===== src/hw/rtl/lps_pkg.sv =====
// Shared constants, register codes, control structs and helpers for the lane peak steering core.
package lps_pkg;

  localparam int MAX_WIDTH  = 2048;
  localparam int COUNT_BITS = 8;

  localparam int COL_BITS  = $clog2(MAX_WIDTH);
  localparam int LEN_BITS  = $clog2(MAX_WIDTH + 1);
  localparam int ROW_BITS  = 12;
  localparam logic [COUNT_BITS-1:0] COUNT_MAX = {COUNT_BITS{1'b1}};

  localparam int CFG_IDX_BITS  = 3;
  localparam int CFG_DATA_BITS = 16;

  localparam int PEAK_COL_BITS = 11;
  localparam int CNT_OUT_BITS  = 8;
  localparam int OFFSET_BITS   = 12;
  localparam int CMD_BITS      = 16;

  localparam int IN_TDATA_BITS  = 8;
  localparam int OUT_TDATA_BITS = 48;

  // steering arithmetic
  localparam int R_BITS       = 15;
  localparam int NUMER_BITS   = 12;
  localparam int SPAN_BITS    = 16;
  localparam int PROD_BITS    = NUMER_BITS + SPAN_BITS;
  localparam int DIVISOR_BITS = 12;
  localparam int FIN_BITS     = PROD_BITS + 2;

  typedef enum logic [CFG_IDX_BITS-1:0] {
    REG_FRAME_WIDTH    = 3'd0,
    REG_BAND_TOP       = 3'd1,
    REG_BAND_ROWS      = 3'd2,
    REG_CENTER_COLUMN  = 3'd3,
    REG_LINE_TO_CENTER = 3'd4,
    REG_HALF_RANGE     = 3'd5,
    REG_CMD_MIN        = 3'd6,
    REG_CMD_MAX        = 3'd7
  } reg_idx_e;

  localparam logic [11:0] FRAME_WIDTH_RST    = 12'd1280;
  localparam logic [11:0] BAND_TOP_RST       = 12'd200;
  localparam logic [7:0]  BAND_ROWS_RST      = 8'd50;
  localparam logic [11:0] CENTER_COLUMN_RST  = 12'd520;
  localparam logic [11:0] LINE_TO_CENTER_RST = 12'd400;
  localparam logic [10:0] HALF_RANGE_RST     = 11'd350;
  localparam logic [15:0] CMD_MIN_RST        = 16'd1201;
  localparam logic [15:0] CMD_MAX_RST        = 16'd1400;

  typedef struct packed {
    logic pix_accept;
    logic pix_last;
    logic inc_write;
    logic sweep;
    logic scan;
    logic calc_offset;
    logic calc_mul;
    logic div_start;
    logic calc_final;
    logic out_load;
  } cmd_t;

  typedef struct packed {
    logic hit;
    logic sweep_last;
    logic div_done;
    logic out_free;
  } status_t;

  function automatic logic [COUNT_BITS-1:0] sat_inc(input logic [COUNT_BITS-1:0] c);
    if (c == COUNT_MAX) begin
      return c;
    end
    return c + COUNT_BITS'(1);
  endfunction

  function automatic logic [CNT_OUT_BITS-1:0] sat_count(input logic [COUNT_BITS-1:0] c);
    logic [31:0] wide;
    wide = 32'(c);
    if (wide > ((32'd1 << CNT_OUT_BITS) - 32'd1)) begin
      return {CNT_OUT_BITS{1'b1}};
    end
    return CNT_OUT_BITS'(wide);
  endfunction

endpackage


===== src/hw/rtl/lps_ctrl.sv =====
// Controller: sequences pixel updates, histogram sweeps and the steering computation.
module lps_ctrl (
  input  logic               clk_i,
  input  logic               rst_ni,
  input  logic               s_tvalid_i,
  input  logic               s_tlast_i,
  output logic               s_tready_o,
  input  lps_pkg::status_t   status_i,
  output lps_pkg::cmd_t      cmd_o
);

  typedef enum logic [3:0] {
    ST_CLEAR,
    ST_IDLE,
    ST_INC,
    ST_INC_END,
    ST_SCAN,
    ST_SCAN_TAIL,
    ST_OFFSET,
    ST_MUL,
    ST_DIV_START,
    ST_DIV_WAIT,
    ST_FINAL,
    ST_EMIT
  } state_e;

  state_e state_q, state_d;

  always_comb begin
    state_d = state_q;
    case (state_q)
      ST_CLEAR: begin
        if (status_i.sweep_last) state_d = ST_IDLE;
      end
      ST_IDLE: begin
        if (s_tvalid_i) begin
          if (status_i.hit) begin
            state_d = s_tlast_i ? ST_INC_END : ST_INC;
          end else if (s_tlast_i) begin
            state_d = ST_SCAN;
          end
        end
      end
      ST_INC:       state_d = ST_IDLE;
      ST_INC_END:   state_d = ST_SCAN;
      ST_SCAN: begin
        if (status_i.sweep_last) state_d = ST_SCAN_TAIL;
      end
      ST_SCAN_TAIL: state_d = ST_OFFSET;
      ST_OFFSET:    state_d = ST_MUL;
      ST_MUL:       state_d = ST_DIV_START;
      ST_DIV_START: state_d = ST_DIV_WAIT;
      ST_DIV_WAIT: begin
        if (status_i.div_done) state_d = ST_FINAL;
      end
      ST_FINAL:     state_d = ST_EMIT;
      ST_EMIT: begin
        if (status_i.out_free) state_d = ST_IDLE;
      end
      default:      state_d = ST_CLEAR;
    endcase
  end

  always_ff @(posedge clk_i or negedge rst_ni) begin
    if (!rst_ni) begin
      state_q <= ST_CLEAR;
    end else begin
      state_q <= state_d;
    end
  end

  assign s_tready_o = (state_q == ST_IDLE);

  always_comb begin
    cmd_o             = '0;
    cmd_o.pix_accept  = (state_q == ST_IDLE) && s_tvalid_i;
    cmd_o.pix_last    = (state_q == ST_IDLE) && s_tvalid_i && s_tlast_i;
    cmd_o.inc_write   = (state_q == ST_INC) || (state_q == ST_INC_END);
    cmd_o.sweep       = (state_q == ST_CLEAR) || (state_q == ST_SCAN);
    cmd_o.scan        = (state_q == ST_SCAN);
    cmd_o.calc_offset = (state_q == ST_OFFSET);
    cmd_o.calc_mul    = (state_q == ST_MUL);
    cmd_o.div_start   = (state_q == ST_DIV_START);
    cmd_o.calc_final  = (state_q == ST_FINAL);
    cmd_o.out_load    = (state_q == ST_EMIT) && status_i.out_free;
  end

  a_div_done_expected: assert property (@(posedge clk_i) disable iff (!rst_ni)
    status_i.div_done |-> (state_q == ST_DIV_WAIT))
    else $error("divider finished outside its wait state");

endmodule


===== config.mk =====
export PLATFORM = sky130hd
export DESIGN_NAME = lps_ctrl
export DESIGN_NICKNAME = d
export VERILOG_FILES = /design/src/hw/rtl/lps_pkg.sv /design/src/hw/rtl/lps_ctrl.sv
export SDC_FILE = /design/constraint.sdc
export NUM_CORES = 1
export LEC_CHECK = 0
export BUFFER_PORTS_ARGS = -buffer_cell sky130_fd_sc_hd__buf_2
export CORE_AREA = 2 2 39 41
export DETAILED_ROUTE_END_ITERATION = 10
export DIE_AREA = 0 0 41 43
export GPL_ROUTABILITY_DRIVEN = 0
export HOLD_SLACK_MARGIN = 0.06
export PLACE_DENSITY_LB_ADDON = 0.08
export SYNTH_ARGS = -nofsm -noshare
export SYNTH_HDL_FRONTEND = slang
export SYNTH_SLANG_ARGS = --single-unit
export TNS_END_PERCENT = 5

===== constraint.sdc =====
create_clock -name clk_i -period 2.4 [get_ports clk_i]
set_clock_uncertainty 0.15 [all_clocks]
set_input_delay 0.48 -clock clk_i [delete_from_list [all_inputs] [get_ports clk_i]]
set_output_delay 0.48 -clock clk_i [all_outputs]
set_load 0.02 [all_outputs]

# Yosys cells after proc, flatten, opt, wreduce, memory -nomap -nowiden
# Index checks and enable logic that the tools add are counted.
word_totals:
  regBits: 4
  in_bits: 8
  output_inout_bits: 11
  word_cells: 34
classes:
  n_eq_ne: 17
  mux: 9
  n_reduce_logical: 7
ops:
  columns: ["op", "count"]
  rows:
  - ["$pmux W4 S12", 1]
  - ["$mux W4", 7]
  - ["$eq A4 B3 Y1 const B", 4]
  - ["$eq A4 B4 Y1 const B", 4]
  - ["$ne A2 B2 Y1 const B", 5]
  - ["$eq A4 B2 Y1 const B", 2]
  - ["$reduce_and A6 Y1", 1]
  - ["$eq A4 B1 Y1 const B", 1]
  - ["$logic_not A4 Y1", 1]
  - ["$logic_and A1 B1 Y1", 3]
  - ["$ne A3 B2 Y1 const B", 1]
  - ["$logic_or A1 B1 Y1", 2]
  - ["$mux W1", 1]

# Longest topological paths before layout
# Gate-level depths: netlist of the first run.
depth:
  depth_word: 4
  mapped_depth: 5
  ltp_nobuf: 4

# Least setup slack after synthesis of the first run
# No wires, ideal clock.
synth_path:
  kind: "reg-to-output"
  from: "reg state_q[1]"
  to: "out cmd_o[2] (netlist name)"
  arrival_time_ps: 1141
  required_ps: 1770
  path_slack_ps: 629
  path_stages_with_launch: 3
  path_buffers: 1
  path_cell_list: "dfrtp_1 clkbuf_1 nor3_1"
synth_lines:
  columns: ["element", "line", "rtl"]
  rows:
  - ["start, declared", "lps_ctrl.sv:27", "state_e state_q, state_d;"]
  - ["start signal, assigned", "lps_ctrl.sv:68", "state_q <= state_d;"]
  - ["end, declared", "lps_ctrl.sv:9", "output lps_pkg::cmd_t cmd_o"]

==> impl_metrics.tcl, run 1 <==
set metrics [dict create \
    status "finished clean" \
    final_cell_count_no_fill 91 \
    drt_first_pass_iters 4 \
    rsz0062_at_grt "no" \
    ys_top_cells_by_count "nor2_1, nor3_1, dfrtp_1, nand3_1" \
    critPathRequiredTime_ns 1.77 \
    start_util_pct 29.7 \
    top_register "state_q" \
    drv_cap 0 \
    h-tree-depth 1 \
    ir_worst_vdd_uv 581 \
    setup_tns_ns 0 \
    yosysMostFrequentCell "nor2_1" \
    ys.warnings.count 0 \
    die_area_um2 1760 \
    clock-sinks 4 \
    cp.arrival_ns 1.46 \
    final_util_pct 37.9 \
    drc 0 \
    cts_tree "done" \
    largest_register_ffs 4 \
    initialDrtViolationCount 7 \
    synth_nets 66 \
    yosys-top-cells-area "dfrtp_1, nor2_1, nor3_1" \
    setup_viol 0 \
    cts_resized 0 \
    max_freq_ghz 0.479 \
    vias 453 \
    cts.clk_slew.worst_paths_ns 0.04 \
    synth_top_area_cell "dfrtp_1" \
    top_regs "state_q (4)" \
    hold_path_depth 2 \
    r2r-end "state_q[0]" \
    global_route.usage.total_pct 12.6 \
    start_kind "register" \
    wl_per_cell_um 10.8 \
    ys.flop_type "dfrtp_1" \
    worstMarginPinSlew_ns 0.501 \
    hpwl_um 765 \
    hold_path_class "in2reg" \
    cts_buffers 3 \
    synthCells 58 \
    grt_overflow_total 0 \
    dp.cells 87 \
    worstPathMaxFanout 15 \
    root_buffer "clkbuf_4" \
    yosys.area.top_type_share_pct 24.3 \
    diodes 0 \
    die_y_um 43 \
    ys_async_sr_fraction_pct 100 \
    p_leak_nw 0.263 \
    nets 85 \
    die_w_um 41 \
    rows 14 \
    r2r_slack_ns 0.68 \
    cts_hold_buf 1 \
    totalWireLength_um 983 \
    ios 19 \
    finalPower_w 0.000670 \
    worstSkewPairLatency_ns 0.23 \
    min_period_ns 2.09 \
    whs_endpoint "state_q[1]" \
    postRouteAntennaNets 0 \
    end_kind "output pin" \
    worstSetupPathType "reg2out" \
    viasPerCell 4.98 \
    antenna_found_initial 0 \
    r2r-start "state_q[1]" \
    syn_area_um2 412 \
    power_density_nw_per_um2 1280 \
    synth-edff-count 0 \
    min_from "status_i[0]" \
    setup.worst_path.start "state_q[3]" \
    grt_pass1_vias 382 \
    slew_headroom_pct 66.2 \
    slew_viol_final 0 \
    clockBufferDepth 2 \
    core-area_um2 1380 \
    cts_setup_buffers 0 \
    avgSynthCellArea_um2 7.10 \
    grt_pass1_wl_um 1550 \
    drive_above_1_share_pct 33.3 \
    hold_violations 0 \
    ys_seq_area_share_pct 24.3 \
    period_share_pct 87.0 \
    areaGrowthSynthToFinish_pct 27.4 \
    grt_start_max_net_pins 18 \
    r2r_cells 4 \
    io_buffer_count 18 \
    synth-seq-cells 4 \
    netlist-cell-type-count 29 \
]
## how the worst max path moves through the flow
stage	endpoint	cells past startpoint
global placement	cmd_o[0]	4
floorplan	cmd_o[2]	2
finish	cmd_o[0]	4
global route	cmd_o[0]	4
detailed placement	cmd_o[0]	4
CTS	cmd_o[0]	4
## cell usage in the layout, fill, tap and decap left out, drive strengths merged
cell type | synthesis | routed
nand2b | 3 | 3
nor2 | 9 | 9
o21ai | 3 | 3
a21oi | 2 | 2
and2b | 1 | 1
a22oi | 1 | 1
a21boi | 1 | 1
dfrtp | 4 | 4
clkbuf | 1 | 3
o32ai | 1 | 1
dlygate4sd3 | 0 | 1
a31oi | 2 | 2
o31ai | 1 | 1
nor3 | 5 | 5
and2 | 1 | 1
a32o | 1 | 1
nand2 | 3 | 3
o31a | 1 | 1
buf | 4 | 18
or3 | 2 | 2
o311ai | 1 | 1
nand3 | 4 | 4
and3 | 2 | 2
a21o | 1 | 1
inv | 4 | 4
## stage by stage
| stage | area (µm²) | setup slack, ns | hold WS (ns) |
|---|---|---|---|
| after floorplan | 412 | 0.629 | 0.0344 |
| after global placement | 492 | 0.546 | 0.138 |
| after detailed placement | 492 | 0.568 | 0.137 |
| after CTS | 524 | 0.304 | 0.339 |
| after global routing | 524 | 0.174 | 0.341 |
| final | 524 | 0.312 | 0.342 |
## cell families (layout without fill, tap and decap cells)
kind of cell | Yosys count | in the layout | share of synthesized area [%]
buffers and inverters | 9 | 26 | 10.9
AND/OR/NAND/NOR | 30 | 30 | 37.7
flip-flops | 4 | 4 | 24.3
AO/OA/AOI/OAI | 15 | 15 | 27.1
## metal layers
layer | routed length [µm] | track usage, % | part of all wire (%)
met5 | 0 | 0 | 0
met4 | 0 | 6.00 | 0
met3 | 49 | 1.57 | 5.0
met2 | 460 | 17.5 | 47
met1 | 473 | 18.6 | 48
## report_power, final
group / internal, W / switching (W) / leakage [nW] / total [W]
sequential: 0.0000989 / 0.000111 / 0.0499 / 0.000210
combinational: 0.000173 / 0.000206 / 0.199 / 0.000379
clock: 0.0000558 / 0.0000248 / 0.0138 / 0.0000806
## critical path, cell delays in order (launching register included)
cell and delay [ns]:
dfrtp_1 0.59, and2b_1 0.23, nand3_1 0.13, nor2_1 0.12
buf_2 0.17
## layout make-up
cell class / instances / area, µm²
flip-flops and latches: 4 / 100
clock buffers: 3 / 22.5
multi-input cells: 45 / 267
repair buffers: 19 / 100
well taps: 16 / 20.0
fillers: 154 / 860
inverters: 4 / 15.0
No activity file was read; power rests on OpenSTA's default activity.
==> run 2: changes to the inputs <==
--- a/config.mk
+++ b/config.mk
@@ -5,6 +5,7 @@
 export SDC_FILE = /design/constraint.sdc
 export NUM_CORES = 1
 export LEC_CHECK = 0
+export ABC_AREA = 1
 export BUFFER_PORTS_ARGS = -buffer_cell sky130_fd_sc_hd__buf_2
 export CORE_AREA = 2 2 39 41
 export DETAILED_ROUTE_END_ITERATION = 10
==> run 2 against run 1 <==
Effect of this change:
- synthesized cell count increased by 24%
- hold slack better by 0.010 ns
- combinational power grew 7.4%
- sequential power fell by 37%
- non-clock buffer count stayed put
- die area is the same
- largest power group unchanged
- design area rose by 3.8%
- largest cell class unchanged
==> impl_metrics.tcl, run 2 <==
set metrics [dict create \
    status "finished clean" \
    worstPathMaxFanout 5 \
    critical_path_buf_inv_count 3 \
    top_register "state_q" \
    hold_path_class "in2reg" \
    drive_above_1_share_pct 30.9 \
    diodes 0 \
    cpPeakStageDelay_ns 0.41 \
    initialDrtViolationCount 6 \
    largest_register_ffs 4 \
    power_density_nw_per_um2 1150 \
    crit_top_cell "inv_1" \
    yosysMostFrequentCell "nand2_1" \
    setup_viol 0 \
    grt_pass1_wl_um 1960 \
    max_freq_ghz 0.489 \
    cp.arrival_ns 1.42 \
    postRouteAntennaNets 0 \
    synthCells 72 \
    worstSkewPairLatency_ns 0.24 \
    ys_async_sr_fraction_pct 100 \
    min_period_ns 2.05 \
    hold_path_depth 4 \
    synth-edff-count 0 \
    ios 19 \
    final_cell_mix "nand2_1, buf_2, nor2_1" \
    worstSetupPathType "reg2out" \
    clock-sinks 4 \
    die_w_um 41 \
    rsz0062_at_grt "no" \
    wl_per_cell_um 9.98 \
    syn_area_um2 402 \
    rows 14 \
    areaGrowthSynthToFinish_pct 35.5 \
    synth_adder_area_share_pct 0 \
    die_y_um 43 \
    totalWireLength_um 1100 \
    crit_cells 6 \
    yosys.area_share.simple_pct 55.5 \
    avgSynthCellArea_um2 5.58 \
    slew_headroom_pct 84.3 \
    dp_slack_ns 0.620 \
    cp_slowest_cell "dfrtp_1" \
    core-area_um2 1380 \
    io_buffer_count 18 \
    synth_mux_area_share_pct 0 \
    ys_top_cells_by_count "nand2_1, nor2_1, inv_1" \
    end_kind "output pin" \
    yosys.area.top_type_share_pct 24.9 \
    r2r_cells 7 \
    h-tree-depth 1 \
    netlist-cell-type-count 16 \
    clockBufferDepth 2 \
    cts.clk_slew.worst_paths_ns 0.04 \
    yosys-top-cells-area "dfrtp_1, nand2_1, nor2_1" \
    hpwl_um 935 \
    synth-seq-cells 4 \
    cts_resized 0 \
    fin_ws_ns 0.355 \
    start_kind "register" \
    hold_violations 0 \
    synth_top_area_cell "dfrtp_1" \
    cts_setup_buffers 0 \
    period_share_pct 85.2 \
    final_common_cell "nand2_1" \
    ys_seq_area_share_pct 24.9 \
    drt_first_pass_iters 4 \
    ys.flop_type "dfrtp_1" \
    p_leak_nw 0.351 \
    cts_buffers 3 \
    slew_viol_final 0 \
    start_util_pct 29.0 \
    synth_xor_area_share_pct 0 \
    grt_overflow_total 0 \
    ir_worst_vdd_uv 423 \
    drc 0 \
    grt_start_max_net_pins 8 \
    ys.warnings.count 0 \
    cts_tree "done" \
    viasPerCell 4.54 \
    setup_tns_ns 0 \
    worstMarginPinSlew_ns 0.235 \
    cp_cell_sequence "inv_1, nand2_2, nor2_2, inv_1, nor3_1, buf_2" \
    critPathRequiredTime_ns 1.77 \
    vias 499 \
    die_area_um2 1760 \
    top_regs "state_q (4)" \
    nets 104 \
    global_route.usage.total_pct 16.4 \
    cts_hold_buf 1 \
    drv_cap 0 \
    synth_compound_area_share_pct 7.48 \
    synth_nets 80 \
    grt_pass1_vias 500 \
    root_buffer "clkbuf_4" \
    crit_family "buffers and inverters" \
    antenna_found_initial 0 \
    synth_top_family_by_area "simple AND/OR/NAND/NOR gates" \
]
run 2: cell types whose count changed in the layout (fill, tap and decap cells not counted), sizes merged, moves of 2 or more:
cell	before	now
nand2	3	24
nor2	9	16
nor3	5	2
a21oi	2	0
or3	2	0
nand3	4	6
and3	2	0
a31oi	2	0
inv	4	13
nand2b	3	0
run 2: layer usage:
| metal | GRT usage (%) | part of all wire (%) | vias up |
|---|---|---|---|
| met4 | 10.0 | 0 | 0 |
| met1 | 19.2 | 45 | 223 |
| met5 | 0 | 0 | - |
| li1 | - | - | 264 |
| met2 | 25.9 | 50 | 12 |
| met3 | 3.14 | 4.9 | 0 |
run 2: metrics by stage:
stage,total power (W),hold slack (ns),cells,area [µm²],utilization [%]
detailed placement,0.000542,0.142,106,512,37.0
finish,0.000624,0.352,110,544,39.3
floorplan,0.000430,0.0344,72,402,-
CTS,0.000636,0.347,110,544,39.3
global placement,0.000542,0.142,106,512,37.0
global route,0.000689,0.415,110,544,39.3
run 2: final timing paths:
check	start	endpoint	slack, ns
min in group asynchronous	rst_ni	state_q[0]	0.43
max in group asynchronous	rst_ni	state_q[1]	1.54
worst min register to register	state_q[0]	state_q[0]	0.51
worst max-delay path	state_q[3]	cmd_o[8]	0.35
worst min-delay path	status_i[2]	state_q[2]	0.35
worst max register to register	state_q[0]	state_q[1]	1.01
run 2: layout make-up:
type | count | area (µm²)
fill | 171 | 840
multi-input combinational | 55 | 253
timing repair buffer | 19 | 100
inverter | 13 | 48.8
clock buffer | 3 | 22.5
sequential | 4 | 100
tap | 16 | 20.0
run 2: report_power, final:
group	total (W)	switching (W)	internal [W]
clock	0.0000852	0.0000292	0.0000561
sequential	0.000132	0.0000384	0.0000937
combinational	0.000407	0.000273	0.000134
run 2: kinds of logic after synthesis:
group,count (synthesis)
simple gates,50
flops,4
compound gates,5
buf+inv,13
run 2: worst reg2reg max path: cells and delay by family, from the launching register on:
kind          cells  cell delay [ns]
buf+inv           1             0.08
flops             1             0.45
simple gates      6             0.63
==> run 3: changes to the inputs <==
--- a/config.mk
+++ b/config.mk
@@ -6,10 +6,10 @@
 export NUM_CORES = 1
 export LEC_CHECK = 0
 export ABC_AREA = 1
-export BUFFER_PORTS_ARGS = -buffer_cell sky130_fd_sc_hd__buf_2
 export CORE_AREA = 2 2 39 41
 export DETAILED_ROUTE_END_ITERATION = 10
 export DIE_AREA = 0 0 41 43
+export DONT_BUFFER_PORTS = 1
 export GPL_ROUTABILITY_DRIVEN = 0
 export HOLD_SLACK_MARGIN = 0.06
 export PLACE_DENSITY_LB_ADDON = 0.08
==> constraint.sdc (replaced) <==
create_clock -name clk_i -period 2.28 [get_ports clk_i]
set_clock_uncertainty 0.15 [all_clocks]
set_input_delay 0.456 -clock clk_i [delete_from_list [all_inputs] [get_ports clk_i]]
set_output_delay 0.456 -clock clk_i [all_outputs]
set_load 0.02 [all_outputs]
==> run 3 against run 2 <==
Effect of this change:
- design area shrank 12%
- sequential share of layout area grew 2.6 points
- clock-buffer cell count did not move
- cell count decreased by 14%
- critical path depth decreased by 3
- non-clock buffer count fell by 15
- routed wire length is 5.6% lower
- global-route usage down 2.3 points
- via count is 11% lower
- largest power group unchanged
==> impl_metrics.tcl, run 3 (synthesis results as in run 2) <==
set metrics [dict create \
    cts.clk_slew.worst_paths_ns 0.03 \
    final_cell_count_no_fill 95 \
    start_kind "register" \
    grt_start_max_net_pins 8 \
    grt_overflow_total 0 \
    r2r-start "state_q[3]" \
    antenna_found_initial 0 \
    dp.cells 91 \
    cp.arrival_ns 1.35 \
    cts_hold_buf 1 \
    clock-sinks 4 \
    ir_worst_vdd_uv 390 \
    dp_slack_ns 0.570 \
    finalPower_w 0.000625 \
    cts_buffers 3 \
    rows 14 \
    cp_cell_sequence "inv_1, nand2_1, nor2_1" \
    start_util_pct 29.0 \
    min_from "status_i[2]" \
    slew_headroom_pct 71.4 \
    whs_endpoint "state_q[2]" \
    end_kind "output pin" \
    nets 89 \
    grt_pass1_vias 431 \
    die_w_um 41 \
    holdWs_ns 0.256 \
    cts_tree "done" \
    hpwl_um 865 \
    io_buffer_count 0 \
    drt_first_pass_iters 4 \
    final_common_cell "nand2_1" \
    r2r_cells 6 \
    root_buffer "clkbuf_4" \
    hold_path_depth 3 \
    top_regs "state_q (4)" \
    wl_per_cell_um 10.9 \
    totalWireLength_um 1040 \
    worstPathMaxFanout 6 \
    power_density_nw_per_um2 1310 \
    largest_register_ffs 4 \
    r2r-end "state_q[3]" \
    worstSetupPathType "reg2out" \
    cpPeakStageDelay_ns 0.41 \
    hold_violations 0 \
    status "finished clean" \
    fin_ws_ns 0.327 \
    critPathRequiredTime_ns 1.67 \
    min_period_ns 1.95 \
    global_route.usage.total_pct 14.1 \
    setup_viol 0 \
    core-area_um2 1380 \
    final_cell_mix "nand2_1, nor2_1, inv_1" \
    r2r_slack_ns 0.65 \
    slew_viol_final 0 \
    hold_path_class "in2reg" \
    clockBufferDepth 2 \
    drv_cap 0 \
    nFillCells 173 \
    viasPerCell 4.65 \
    cts_resized 0 \
    worstSkewPairLatency_ns 0.23 \
    areaGrowthSynthToFinish_pct 18.7 \
    diodes 0 \
    die_y_um 43 \
    vias 442 \
    die_area_um2 1760 \
    max_freq_ghz 0.512 \
    h-tree-depth 1 \
    cts_setup_buffers 0 \
    drive_above_1_share_pct 17.7 \
    initialDrtViolationCount 7 \
    p_leak_nw 0.281 \
    postRouteAntennaNets 0 \
    period_share_pct 85.7 \
    ios 19 \
    top_register "state_q" \
    drc 0 \
    cp_slowest_cell "dfrtp_1" \
    rsz0062_at_grt "no" \
    worstMarginPinSlew_ns 0.427 \
    grt_pass1_wl_um 1650 \
    setup_tns_ns 0 \
]
run 3: cell types whose count changed in the layout (fill, tap and decap cells not counted):
| cell | change |
|---|---|
| buf_4 | +3 |
| buf_2 | -18 |
run 3: cell type report:
| type | count | area [µm²] | share of cell area [%] |
|---|---|---|---|
| multi-input combinational | 55 | 253 | 53.0 |
| clock buffer | 3 | 22.5 | 4.72 |
| timing repair buffer | 4 | 32.5 | 6.82 |
| inverter | 13 | 48.8 | 10.2 |
| tap | 16 | 20.0 | 4.20 |
| sequential | 4 | 100 | 21.0 |
run 3: layer usage:
metal	vias to the layer above	share of wire, %	wire length [µm]	global-route usage, %
li1	237	-	-	-
met1	195	44	461	15.7
met2	10	51	527	21.6
met3	0	4.5	47	5.76
met4	0	0	0	8.00
met5	-	0	0	0
run 3: report_power, final:
group / leakage [nW] / switching, W / internal (W)
sequential: 0.0519 / 0.0000413 / 0.0000987
combinational: 0.216 / 0.000276 / 0.000122
clock: 0.0138 / 0.0000277 / 0.0000588
total: 0.281 / 0.000345 / 0.000280
run 3: how the worst max path moves through the flow:
stage	startpoint	end	slack (ns)
3_3_place_gp	state_q[3]	cmd_o[5]	0.56
4_1_cts	state_q[3]	cmd_o[5]	0.32
6_report	state_q[3]	cmd_o[5]	0.33
3_5_place_dp	state_q[3]	cmd_o[5]	0.57
5_1_grt	state_q[3]	cmd_o[8]	0.21
2_1_floorplan	state_q[1]	cmd_o[8]	0.27
run 3: stage by stage:
stage                     util, %  area [µm²]
after floorplan                 -         402
after global placement       32.1         444
after detailed placement     32.1         444
after CTS                    34.4         477
after global routing         34.4         477
final                        34.4         477
run 3: critical path: cells and delay by family, from the launching register on:
kind	cells	cell delay [ns]
buffers and inverters	1	0.14
and+or+nand+nor	2	0.57
DFF	1	0.41
